--- src/hdl/mbhd_pkg.sv ---
package mbhd_pkg;

    localparam int BUTTON_COUNT = 8;
    localparam int IDX_W        = (BUTTON_COUNT > 1) ? $clog2(BUTTON_COUNT) : 1;
    localparam int BIDX_W       = 3;
    localparam int CODE_W       = 3;
    localparam int HIST_W       = 32;
    localparam int TIME_W       = 32;
    localparam int LEVEL_W      = 8;
    localparam int MASK_W       = 8;
    localparam int PS_W         = 5;

    localparam int MIN_PRESS_MS     = 60;
    localparam int SAMPLE_PERIOD_MS = 10;
    localparam logic [PS_W-1:0] PS_RESET = PS_W'(MIN_PRESS_MS / SAMPLE_PERIOD_MS);

    localparam logic [BIDX_W-1:0] LAST_INDEX = BIDX_W'(BUTTON_COUNT - 1);

    localparam int IN_W        = LEVEL_W + TIME_W;
    localparam int OUT_FIELD_W = BIDX_W + CODE_W + HIST_W + 2 * TIME_W;
    localparam int OUT_W       = ((OUT_FIELD_W + 7) / 8) * 8;
    localparam int OUT_PAD_W   = OUT_W - OUT_FIELD_W;

    localparam int CFG_IDX_W  = 1;
    localparam int CFG_DATA_W = 8;

    typedef enum logic [CFG_IDX_W-1:0] {
        REG_ACTIVE_MASK   = 1'b0,
        REG_PRESS_SAMPLES = 1'b1
    } cfg_reg_t;

    typedef enum logic [CODE_W-1:0] {
        ST_UNKNOWN  = 3'd0,
        ST_PRESSED  = 3'd1,
        ST_RELEASED = 3'd2,
        ST_DOWN     = 3'd3,
        ST_UP       = 3'd4
    } state_code_t;

    // Controller to datapath.
    typedef struct packed {
        logic             load;
        logic             step;
        logic [IDX_W-1:0] idx;
        logic             last;
    } cmd_t;

    // Datapath to controller.
    typedef struct packed {
        logic out_hold;
    } stat_t;

endpackage

--- src/hdl/multi_button_history_debouncer_unit.sv ---
// Debounces up to eight buttons from one stream word per sample tick. Each input word
// carries the raw button levels and the current millisecond time; the block answers with
// one output word per button, in index order, the last one flagged by tlast and carrying
// all_up in tuser. A tick first takes the input word and then scans the buttons in index
// order, pausing while the output side stalls, since a single scan unit visits the buttons
// in turn and its word must enter the output register before the next button is scanned.
// Configuration (register 0 active_mask, register 1 press_samples) is to be written by
// the user between ticks; the block itself does not enforce this. cfg_ready is always high.
module multi_button_history_debouncer_unit
    import mbhd_pkg::*;
(
    input  logic                  clk,
    input  logic                  rst_n,
    input  logic                  s_tvalid,
    output logic                  s_tready,
    input  logic [IN_W-1:0]       s_tdata,   // levels[7:0], now_ms[39:8]
    output logic                  m_tvalid,
    input  logic                  m_tready,
    // button_index[2:0], state_code[5:3], history_bits[37:6], press_time[69:38],
    // release_time[101:70], zero fill above
    output logic [OUT_W-1:0]      m_tdata,
    output logic                  m_tlast,
    output logic                  m_tuser,   // all_up[0]
    input  logic                  cfg_valid,
    output logic                  cfg_ready,
    input  logic [CFG_IDX_W-1:0]  cfg_index,
    input  logic [CFG_DATA_W-1:0] cfg_data
);

    cmd_t  cmd;
    stat_t stat;

    assign cfg_ready = 1'b1;

    mbhd_ctrl u_ctrl (
        .clk      (clk),
        .rst_n    (rst_n),
        .s_tvalid (s_tvalid),
        .s_tready (s_tready),
        .stat     (stat),
        .cmd      (cmd)
    );

    mbhd_datapath u_datapath (
        .clk       (clk),
        .rst_n     (rst_n),
        .cmd       (cmd),
        .stat      (stat),
        .s_tdata   (s_tdata),
        .cfg_valid (cfg_valid),
        .cfg_index (cfg_index),
        .cfg_data  (cfg_data),
        .m_tvalid  (m_tvalid),
        .m_tready  (m_tready),
        .m_tdata   (m_tdata),
        .m_tlast   (m_tlast),
        .m_tuser   (m_tuser)
    );

endmodule

--- src/hdl/mbhd_ctrl.sv ---
module mbhd_ctrl
    import mbhd_pkg::*;
(
    input  logic  clk,
    input  logic  rst_n,
    input  logic  s_tvalid,
    output logic  s_tready,
    input  stat_t stat,
    output cmd_t  cmd
);

    typedef enum logic {
        IDLE,
        SCAN
    } fsm_t;

    fsm_t             state_reg;
    fsm_t             state_next;
    logic [IDX_W-1:0] idx_reg;
    logic [IDX_W-1:0] idx_next;
    logic             is_last;

    assign is_last  = (idx_reg == IDX_W'(BUTTON_COUNT - 1));
    assign s_tready = (state_reg == IDLE);

    always_comb
    begin
        cmd.load   = 1'b0;
        cmd.step   = 1'b0;
        cmd.idx    = idx_reg;
        cmd.last   = is_last;
        state_next = state_reg;
        idx_next   = idx_reg;
        case (state_reg)
            IDLE:
            begin
                if (s_tvalid)
                begin
                    cmd.load   = 1'b1;
                    state_next = SCAN;
                    idx_next   = '0;
                end
            end
            SCAN:
            begin
                // advance one button per cycle while the output register can take a word
                if (!stat.out_hold)
                begin
                    cmd.step = 1'b1;
                    if (is_last)
                    begin
                        state_next = IDLE;
                        idx_next   = '0;
                    end
                    else
                    begin
                        idx_next = idx_reg + IDX_W'(1);
                    end
                end
            end
            default:
            begin
                state_next = IDLE;
                idx_next   = '0;
            end
        endcase
    end

    always_ff @(posedge clk or negedge rst_n)
    begin
        if (!rst_n)
        begin
            state_reg <= IDLE;
            idx_reg   <= '0;
        end
        else
        begin
            state_reg <= state_next;
            idx_reg   <= idx_next;
        end
    end

endmodule

--- src/hdl/mbhd_datapath.sv ---
module mbhd_datapath
    import mbhd_pkg::*;
(
    input  logic                  clk,
    input  logic                  rst_n,
    input  cmd_t                  cmd,
    output stat_t                 stat,
    input  logic [IN_W-1:0]       s_tdata,
    input  logic                  cfg_valid,
    input  logic [CFG_IDX_W-1:0]  cfg_index,
    input  logic [CFG_DATA_W-1:0] cfg_data,
    output logic                  m_tvalid,
    input  logic                  m_tready,
    output logic [OUT_W-1:0]      m_tdata,
    output logic                  m_tlast,
    output logic                  m_tuser
);

    // configuration
    logic [MASK_W-1:0] active_mask_reg;
    logic [PS_W-1:0]   press_samples_reg;

    // sampled tick
    logic [LEVEL_W-1:0] levels_reg;
    logic [TIME_W-1:0]  now_reg;

    // per-button state
    logic [HIST_W-1:0] hist_reg     [BUTTON_COUNT];
    logic              flag_reg     [BUTTON_COUNT];
    logic [TIME_W-1:0] press_at_reg [BUTTON_COUNT];
    logic [TIME_W-1:0] rel_at_reg   [BUTTON_COUNT];

    logic all_up_reg;

    // output register
    logic                out_valid_reg;
    logic [BIDX_W-1:0]   out_idx_reg;
    state_code_t         out_code_reg;
    logic [HIST_W-1:0]   out_hist_reg;
    logic [TIME_W-1:0]   out_press_reg;
    logic [TIME_W-1:0]   out_rel_reg;
    logic                out_all_up_reg;
    logic                out_last_reg;

    logic [BUTTON_COUNT-1:0] active_vec;
    logic [BUTTON_COUNT-1:0] level_vec;
    logic                    active;
    logic [PS_W-1:0]         n_eff;
    logic [HIST_W:0]         win_wide;
    logic [HIST_W-1:0]       win;
    logic [HIST_W-1:0]       ones_n;
    logic [HIST_W-1:0]       rel_pat;
    logic [HIST_W-1:0]       hist_new;
    logic [HIST_W-1:0]       h;
    logic                    is_press;
    logic                    is_rel;
    state_code_t             code;
    logic [HIST_W-1:0]       hist_out;
    logic [TIME_W-1:0]       press_out;
    logic [TIME_W-1:0]       rel_out;
    logic                    all_up_out;

    assign active_vec = active_mask_reg[BUTTON_COUNT-1:0];
    assign level_vec  = levels_reg[BUTTON_COUNT-1:0];
    assign active     = active_vec[cmd.idx];

    // zero samples behaves as one
    assign n_eff    = (press_samples_reg == '0) ? PS_W'(1) : press_samples_reg;
    assign win_wide = ((HIST_W + 1)'(1) << ({1'b0, n_eff} + 6'd1)) - (HIST_W + 1)'(1);
    assign win      = win_wide[HIST_W-1:0];
    assign ones_n   = (HIST_W'(1) << n_eff) - HIST_W'(1);
    assign rel_pat  = HIST_W'(1) << n_eff;

    assign hist_new = {hist_reg[cmd.idx][HIST_W-2:0], level_vec[cmd.idx]};
    assign h        = hist_new & win;
    assign is_press = active && (h == ones_n) && !flag_reg[cmd.idx];
    assign is_rel   = active && (h == rel_pat) && flag_reg[cmd.idx];

    always_comb
    begin
        if (!active)
            code = ST_UP;
        else if (is_press)
            code = ST_PRESSED;
        else if (is_rel)
            code = ST_RELEASED;
        else if (h == win)
            code = ST_DOWN;
        else if (h == '0)
            code = ST_UP;
        else
            code = ST_UNKNOWN;
    end

    assign hist_out   = active ? hist_new : hist_reg[cmd.idx];
    assign press_out  = is_press ? now_reg : press_at_reg[cmd.idx];
    assign rel_out    = is_rel ? now_reg : rel_at_reg[cmd.idx];
    assign all_up_out = cmd.last && all_up_reg && (code == ST_UP);

    always_ff @(posedge clk or negedge rst_n)
    begin
        if (!rst_n)
        begin
            active_mask_reg   <= '0;
            press_samples_reg <= PS_RESET;
        end
        else if (cfg_valid)
        begin
            case (cfg_reg_t'(cfg_index))
                REG_ACTIVE_MASK:   active_mask_reg   <= cfg_data[MASK_W-1:0];
                REG_PRESS_SAMPLES: press_samples_reg <= cfg_data[PS_W-1:0];
                default:           active_mask_reg   <= active_mask_reg;
            endcase
        end
    end

    always_ff @(posedge clk)
    begin
        if (cmd.load)
        begin
            levels_reg <= s_tdata[LEVEL_W-1:0];
            now_reg    <= s_tdata[LEVEL_W +: TIME_W];
        end
    end

    always_ff @(posedge clk or negedge rst_n)
    begin
        if (!rst_n)
        begin
            for (int i = 0; i < BUTTON_COUNT; i++)
            begin
                hist_reg[i]     <= '0;
                flag_reg[i]     <= 1'b0;
                press_at_reg[i] <= '0;
                rel_at_reg[i]   <= '0;
            end
        end
        else if (cmd.step && active)
        begin
            hist_reg[cmd.idx]     <= hist_new;
            press_at_reg[cmd.idx] <= press_out;
            rel_at_reg[cmd.idx]   <= rel_out;
            if (is_press)
                flag_reg[cmd.idx] <= 1'b1;
            else if (is_rel)
                flag_reg[cmd.idx] <= 1'b0;
        end
    end

    always_ff @(posedge clk or negedge rst_n)
    begin
        if (!rst_n)
        begin
            all_up_reg    <= 1'b1;
            out_valid_reg <= 1'b0;
        end
        else
        begin
            if (cmd.load)
                all_up_reg <= 1'b1;
            else if (cmd.step)
                all_up_reg <= all_up_reg && (code == ST_UP);

            if (cmd.step)
                out_valid_reg <= 1'b1;
            else if (m_tready)
                out_valid_reg <= 1'b0;
        end
    end

    always_ff @(posedge clk)
    begin
        if (cmd.step)
        begin
            out_idx_reg    <= BIDX_W'(cmd.idx);
            out_code_reg   <= code;
            out_hist_reg   <= hist_out;
            out_press_reg  <= press_out;
            out_rel_reg    <= rel_out;
            out_all_up_reg <= all_up_out;
            out_last_reg   <= cmd.last;
        end
    end

    assign stat.out_hold = out_valid_reg && !m_tready;

    assign m_tvalid = out_valid_reg;
    assign m_tdata  = {{OUT_PAD_W{1'b0}}, out_rel_reg, out_press_reg, out_hist_reg,
                       out_code_reg, out_idx_reg};
    assign m_tlast  = out_last_reg;
    assign m_tuser  = out_all_up_reg;

endmodule

--- config.mk ---
export PLATFORM = sky130hd
export DESIGN_NAME = multi_button_history_debouncer_unit
export DESIGN_NICKNAME = d
export VERILOG_FILES = /design/src/hdl/mbhd_pkg.sv /design/src/hdl/multi_button_history_debouncer_unit.sv /design/src/hdl/mbhd_ctrl.sv /design/src/hdl/mbhd_datapath.sv
export SDC_FILE = /design/constraint.sdc
export NUM_CORES = 2
export LEC_CHECK = 0
export BUFFER_PORTS_ARGS = -buffer_cell sky130_fd_sc_hd__buf_2
export CELL_PAD_IN_SITES_DETAIL_PLACEMENT = 0
export CELL_PAD_IN_SITES_GLOBAL_PLACEMENT = 1
export CORE_MARGIN = 4
export CORE_UTILIZATION = 50
export CTS_CLUSTER_SIZE = 24
export DETAILED_ROUTE_END_ITERATION = 10
export PLACE_DENSITY_LB_ADDON = 0.1
export SLEW_MARGIN = 20
export SYNTH_ARGS = -nofsm -noshare
export SYNTH_HDL_FRONTEND = slang
export SYNTH_SLANG_ARGS = --single-unit
--- constraint.sdc ---
create_clock -name clk -period 8.25 [get_ports clk]
set_input_delay 1.2375 -clock clk [delete_from_list [all_inputs] [get_ports clk]]
set_output_delay 1.2375 -clock clk [all_outputs]
set_load 0.03 [all_outputs]
Yosys cells after proc, flatten, opt, wreduce, memory -nomap -nowiden

Cells that the tools add are included.
W data, S select, Z words.

Shift operators: 2
Bitwise gates (word level): 7
Muxes and demuxes: 49
Equal/unequal tests: 7
$lt $le $gt $ge: 3
Reduce and logical (&&, ||, !) cells: 21
Add/subtract/negate cells: 4

Operator list:

| kind                    | number |
|---|---|
| $bwmux W256             | 3 |
| $mux W32                | 10 |
| $bmux W32 S3            | 3 |
| $demux W32 S3           | 1 |
| $eq A32 B32 Y1          | 3 |
| $sub A32 B2 Y32 const B | 2 |
| $and A32 B32 Y32        | 1 |
| $logic_not A32 Y1       | 1 |
| $shl A1 B5 Y32 const A  | 1 |
| $shl A1 B6 Y32 const A  | 1 |
| $mux W3                 | 8 |
| $mux W8                 | 2 |
| $mux W1                 | 15 |
| $logic_and A1 B1 Y1     | 10 |
| $bmux W1 S3             | 3 |
| $and A8 B8 Y8           | 1 |
| $not A8 Y8              | 1 |
| $or A8 B8 Y8            | 1 |
| $reduce_and A2 Y1       | 4 |
| $add A5 B1 Y6 const B   | 1 |
| $eq A3 B3 Y1 const B    | 2 |
| $pmux W3 S2             | 1 |
| $reduce_bool A2 Y1      | 3 |
| $logic_not A5 Y1        | 1 |
| other kinds (11)        | 14 |

Bits in registers: 939
Output and inout port bits: 109
Logic and storage cells: 140
Input bits: 54

Longest topological paths before layout

Word-level depth: 16
Gate-level depth with buffers: 27
Gate-level depth less buffers: 17

Cells and area by module

From an unflattened synthesis, not the netlist that was laid out.

Cells, all modules: 4177
Area, all modules: 43065.1 um^2

Modules (own cells, without submodules):

| module                              | instances | cells each | sequential area each (um^2) | area each (um^2) |
|---|---|---|---|---|
| mbhd_datapath                       | 1         | 4152       | 24121.9                     | 42812.3 |
| mbhd_ctrl                           | 1         | 23         | 100.1                       | 241.5 |
| multi_button_history_debouncer_unit | 1         | 2          | 0.0                         | 11.3 |

Least setup slack after synthesis

No wires, ideal clock.

Path type: in2reg
Start: input m_tready
End: register u_datapath.press_at_reg[224] in the netlist's numbering
Data arrival time: 5.766 ns
Slack: 2.342 ns
Stages on the path: 10
Library setup time: 0.142 ns
Data required time: 8.108 ns
Buffers on the path: 4
Path through: nand2b_1 and2_1 clkbuf_1 and2_1 clkbuf_1 nand2_1 clkbuf_1 clkbuf_1 nand2_1 o21ai_0

RTL lines:

| item                           | RTL line                                  | source |
|---|---|---|
| start: declaration             | multi_button_history_debouncer_unit.sv:18 | `input logic m_tready,` |
| end signal: indexed assignment | mbhd_datapath.sv:141                      | `press_at_reg[cmd.idx] <= press_out;` |
| end: declaration               | mbhd_datapath.sv:30                       | `logic [TIME_W-1:0] press_at_reg [BUTTON_COUNT];` |

Final worst setup path

Start: register u_datapath.press_samples_reg[0]
End: register u_datapath.out_press_reg[31], data pin

Longest elaborated chain between the ends: 10
Elaborated cells on any way between the ends: 12
Classes of those cells: add/sub (3); eq/ne (1); shift (2); mux (2); bitwise (1); reduce/logical (3)

RTL lines:

| item                                 | RTL line             | source |
|---|---|---|
| start: declaration                   | mbhd_datapath.sv:21  | `logic [PS_W-1:0] press_samples_reg;` |
| start signal: assignment             | mbhd_datapath.sv:111 | `REG_PRESS_SAMPLES: press_samples_reg <= cfg_data[PS_W-1:0];` |
| $logic_not A5 Y1                     | mbhd_datapath.sv:68  | `assign n_eff = (press_samples_reg == '0) ? PS_W'(1) : press_samples_reg;` |
| $mux W5 (*)                          | mbhd_datapath.sv:68  |  |
| $add A5 B1 Y6                        | mbhd_datapath.sv:69  | `assign win_wide = ((HIST_W + 1)'(1) << ({1'b0, n_eff} + 6'd1)) - (HIST_W + 1)'(1);` |
| $shl A1 B6 Y32                       | mbhd_datapath.sv:69  |  |
| $sub A32 B2 Y32                      | mbhd_datapath.sv:69  |  |
| $and A32 B32 Y32                     | mbhd_datapath.sv:75  | `assign h = hist_new & win;` |
| $eq A32 B32 Y1 (*)                   | mbhd_datapath.sv:76  | `assign is_press = active && (h == ones_n) && !flag_reg[cmd.idx];` |
| $logic_and A1 B1 Y1 (*) (2 in a row) | mbhd_datapath.sv:76  |  |
| $mux W32 (*)                         | mbhd_datapath.sv:96  | `assign press_out = is_press ? now_reg : press_at_reg[cmd.idx];` |
| net u_datapath.press_out[31]         | mbhd_datapath.sv:59  | `logic [TIME_W-1:0] press_out;` |
| end signal: assignment               | mbhd_datapath.sv:178 | `out_press_reg <= press_out;` |
| end: declaration                     | mbhd_datapath.sv:40  | `logic [TIME_W-1:0] out_press_reg;` |

Mark *: on every way through the listed nets, which the timed path passes. The rest lies on a longest branch.
A chain may end at the register's enable or synchronous reset.

==> results.txt <==
----------------------------------------------------
[Logic synthesis]
  Yosys cell types ... 96
  Leading register cell type out of synthesis ... dfrtp_1
  Number of enable flip-flop cells after synthesis ... 144
  Synthesized instance count ... 4,208
  Synthesis-stage register bit count ... 939
  Post-synthesis sequential area ratio ... 56.3%
  Mean Syn Cell Area ... 10.2 sq um
  Synth async-reset ratio ... 84.7%
  Combined area of all synthesized cells ... 0.0430 sq mm
  Number of synthesis warnings ... 0

[Clock network]
  Clock sinks ... 939
  Post CTS Setup Buffer Count ... 0
  Hold buffer count at CTS ... 0
  Number of gates resized after cts ... 0
  Max Buffers Root-to-Sink ... 3
  Number of buffers created by CTS ... 99
  Root Driver ... clkbuf_16
  Skew-Pair Late Insertion Delay ... 0.66 ns
  Maximum level of the CTS H-tree ... 3
  Clk pin slew, worst setup/hold paths ... 0.06 ns
  Clock tree from TritonCTS ... built

[Power and ir drop]
  Portion of total power attributed to the clock network ... 27.7%
  Fraction of power spent switching nets ... 39.9%
  IR drop worst, VDD ... 0.000185 V
  Sequential fraction of design power ... 37.4%
  Switching power summed over all nets ... 6430 uW
  Leakage power summed over all cells ... 0.0206 uW
  Power density over the cells ... 336 mW/mm^2
  Gate power share ... 34.9%
  Design internal power ... 9690 uW

[STA]
  Transition time at the pin with the least slew margin ... 1.10 ns
  Fin worst setup slack ... 1.33 ns
  WHS ... 0.474 ns
  Total count of max-transition violations in the final report ... 0
  Achievable Freq ... 0.144 GHz
  Post-route minimum period ... 6.92 ns
  Setup repair after global routing missed its margin ... false
  Worst clock skew on the final layout ... 0.0324 ns
  Final TNS setup ... 0 ns
  Final Hold Viols ... 0
  Final period utilization ... 83.9%
  Final number of setup-violating endpoints ... 0
  Headroom to the max-slew limit ... 26.6%

[Detailed routing]
  DR DRC count ... 0
  Vias/cell ... 5.95
  Vias ... 32,300
  Number of antenna-violating nets in the routed design ... 0
  Final WL ... 136,000 um
  Mean routed wirelength per cell ... 25.0 um
  Number of DRC violations after detailed-routing iteration 0 ... 2,773
  Number of iterations in the first detailed-routing pass ... 5

[Min path]
  Worst hold start ... u_datapath.rel_at_reg[255]
  Min-Delay Path Depth ... 2
  Hold Crit Class ... register to register
  Endpoint with the worst hold slack ... u_datapath.rel_at_reg[255]

[Placed design]
  GP Congestion ... 1.01
  Count of input and output buffers ... 159
  Post-Place Worst Slack ... 1.50 ns
  Estimated wirelength of the detail-placed design ... 80,900 um

[Layout]
  Most common cell after layout, fill and taps aside ... nand2_1
  Multi-input gate area in the final layout ... 0.0171 sq mm
  Register area ... 0.0242 sq mm
  Top library cells by usage in the layout, fill and taps aside ... 852 x nand2_1, 789 x dfrtp_1, 526 x o21ai_0
  Area Growth Syn to Fin ... 11.5%
  Layout cells sized above 1 ... 13.4%
  Count of fill cells added during filler insertion ... 7,668
  Count of nets after finishing ... 4,269

[Global route]
  First-pass GRT wire length ... 206,000 um
  Largest net degree at the start of global routing ... 174
  GRT overflow ... 0
  Vias in the first global route ... 31,500
  Initial antenna violation count ... 0
  GRT Resource Usage Total ... 30.0%

[Setup path]
  Worst endpoint required time ... 8.63 ns
  Arrival time reported for the critical path endpoint ... 7.30 ns
  FF-to-FF End ... u_datapath.out_press_reg[31]
  Critical-path maximum fanout ... 32
  Worst setup EP type ... register
  Origin of the critical flop-to-flop path ... u_datapath.press_samples_reg[0]
  Setup slack of the worst register-to-register path ... 1.33 ns
  Number of cells on the worst reg-to-reg path ... 16
  Critical Path Start Type ... register
  Type of the setup path with the least slack ... register to register

[Floorplan]
  Die area ... 0.0908 sq mm
  # rows ... 107
  I/O pin count ... 163
  Initial Utilization ... 50.4%
  Placeable core region ... 0.0853 sq mm
  Die Ht ... 301 um
  Die Span X ... 301 um

[Run status]
  Run status ... complete, no violations

[Run]
  Max-cap violations ... 0

----------------------------------------------------
power by group through the flow:
| stage | registers, uW | clock network [uW] | logic, uW |
|---|---|---|---|
| floorplan | 6190 | 0 | 3260 |
| global placement | 6090 | 0 | 5560 |
| detailed placement | 6100 | 0 | 5580 |
| CTS | 6030 | 4540 | 5590 |
| global route | 6110 | 4750 | 5990 |
| finish | 6020 | 4460 | 5630 |
worst max-delay path by stage:
| stage | from | to | cells past startpoint |
|---|---|---|---|
| final | u_datapath.press_samples_reg[0] | u_datapath.out_press_reg[31] | 16 |
| after global routing | u_datapath.press_samples_reg[0] | u_datapath.press_at_reg[191] | 16 |
| after CTS | u_datapath.press_samples_reg[0] | u_datapath.out_press_reg[31] | 16 |
| after detailed placement | u_datapath.press_samples_reg[0] | u_datapath.out_press_reg[31] | 16 |
| after global placement | u_datapath.press_samples_reg[0] | u_datapath.out_press_reg[31] | 16 |
| after floorplan | m_tready | u_datapath.press_at_reg[224] | 10 |
routing by layer:
| layer | routed length, um | vias to the layer above | track usage [%] |
|---|---|---|---|
| met5 | 0 | - | 0 |
| met4 | 4770 | 0 | 10.3 |
| met3 | 7520 | 244 | 3.59 |
| met2 | 64100 | 1049 | 49.4 |
| met1 | 59600 | 16000 | 41.5 |
| li1 | - | 15000 | - |
cells by family after synthesis:
| group | count (synthesis) | synth area share [%] |
|---|---|---|
| mux | 251 | 7.83 |
| xor+xnor | 34 | 0.693 |
| compound gates | 1355 | 18.9 |
| simple gates | 1186 | 11.6 |
| buf+inv | 436 | 4.42 |
| other cells | 2 | 0.0175 |
| flops | 939 | 56.3 |
| fa+ha+maj | 5 | 0.145 |
synth_stat cells, drive strengths merged, types with 55 or more instances:
cell type,n,area [sq um]
inv,82,308
nor2,102,393
nand2,863,3250
clkbuf,260,976
dfrtp,792,19800
o21ai,846,4240
buf,91,604
nand3,55,275
a22oi,184,1400
mux2i,204,2790
a21oi,79,403
edfxtp,144,4320
layout make-up:
type,count,share of cell area [%]
multi-input cells,2835,35.6
clock inverters,28,0.691
well taps,1144,2.99
diodes,1,0.00522
repair buffers,250,3.44
clock buffers,154,6.08
inverters,85,0.665
flip-flops and latches,939,50.5
metrics by stage:
stage               instance area, sq um  utilization, %  cells  power (uW)
finish                             48000            56.2   5436       16100
global route                       47900            56.2   5435       16800
CTS                                47900            56.2   5435       16200
detailed placement                 44700            52.4   5253       11700
global placement                   44700            52.4   5253       11600
floorplan                          43000               -   4210        9460
critical path, stage by stage, from the launching register on:
cell and delay [ns]:
dfrtp_1 0.39, nand2_2 0.31, clkinv_1 0.41, ha_1 0.63, buf_4 0.37, clkinv_1 0.31
xnor2_1 0.33, a221o_1 0.47, nand2_2 0.32, nor3b_2 0.32, xor2_1 0.39, a221oi_1 0.19
a2111oi_2 0.51, nand4_4 0.61, buf_4 0.44, mux2i_1 0.49, inv_1 0.12
No activity file was read; power rests on OpenSTA's default activity.
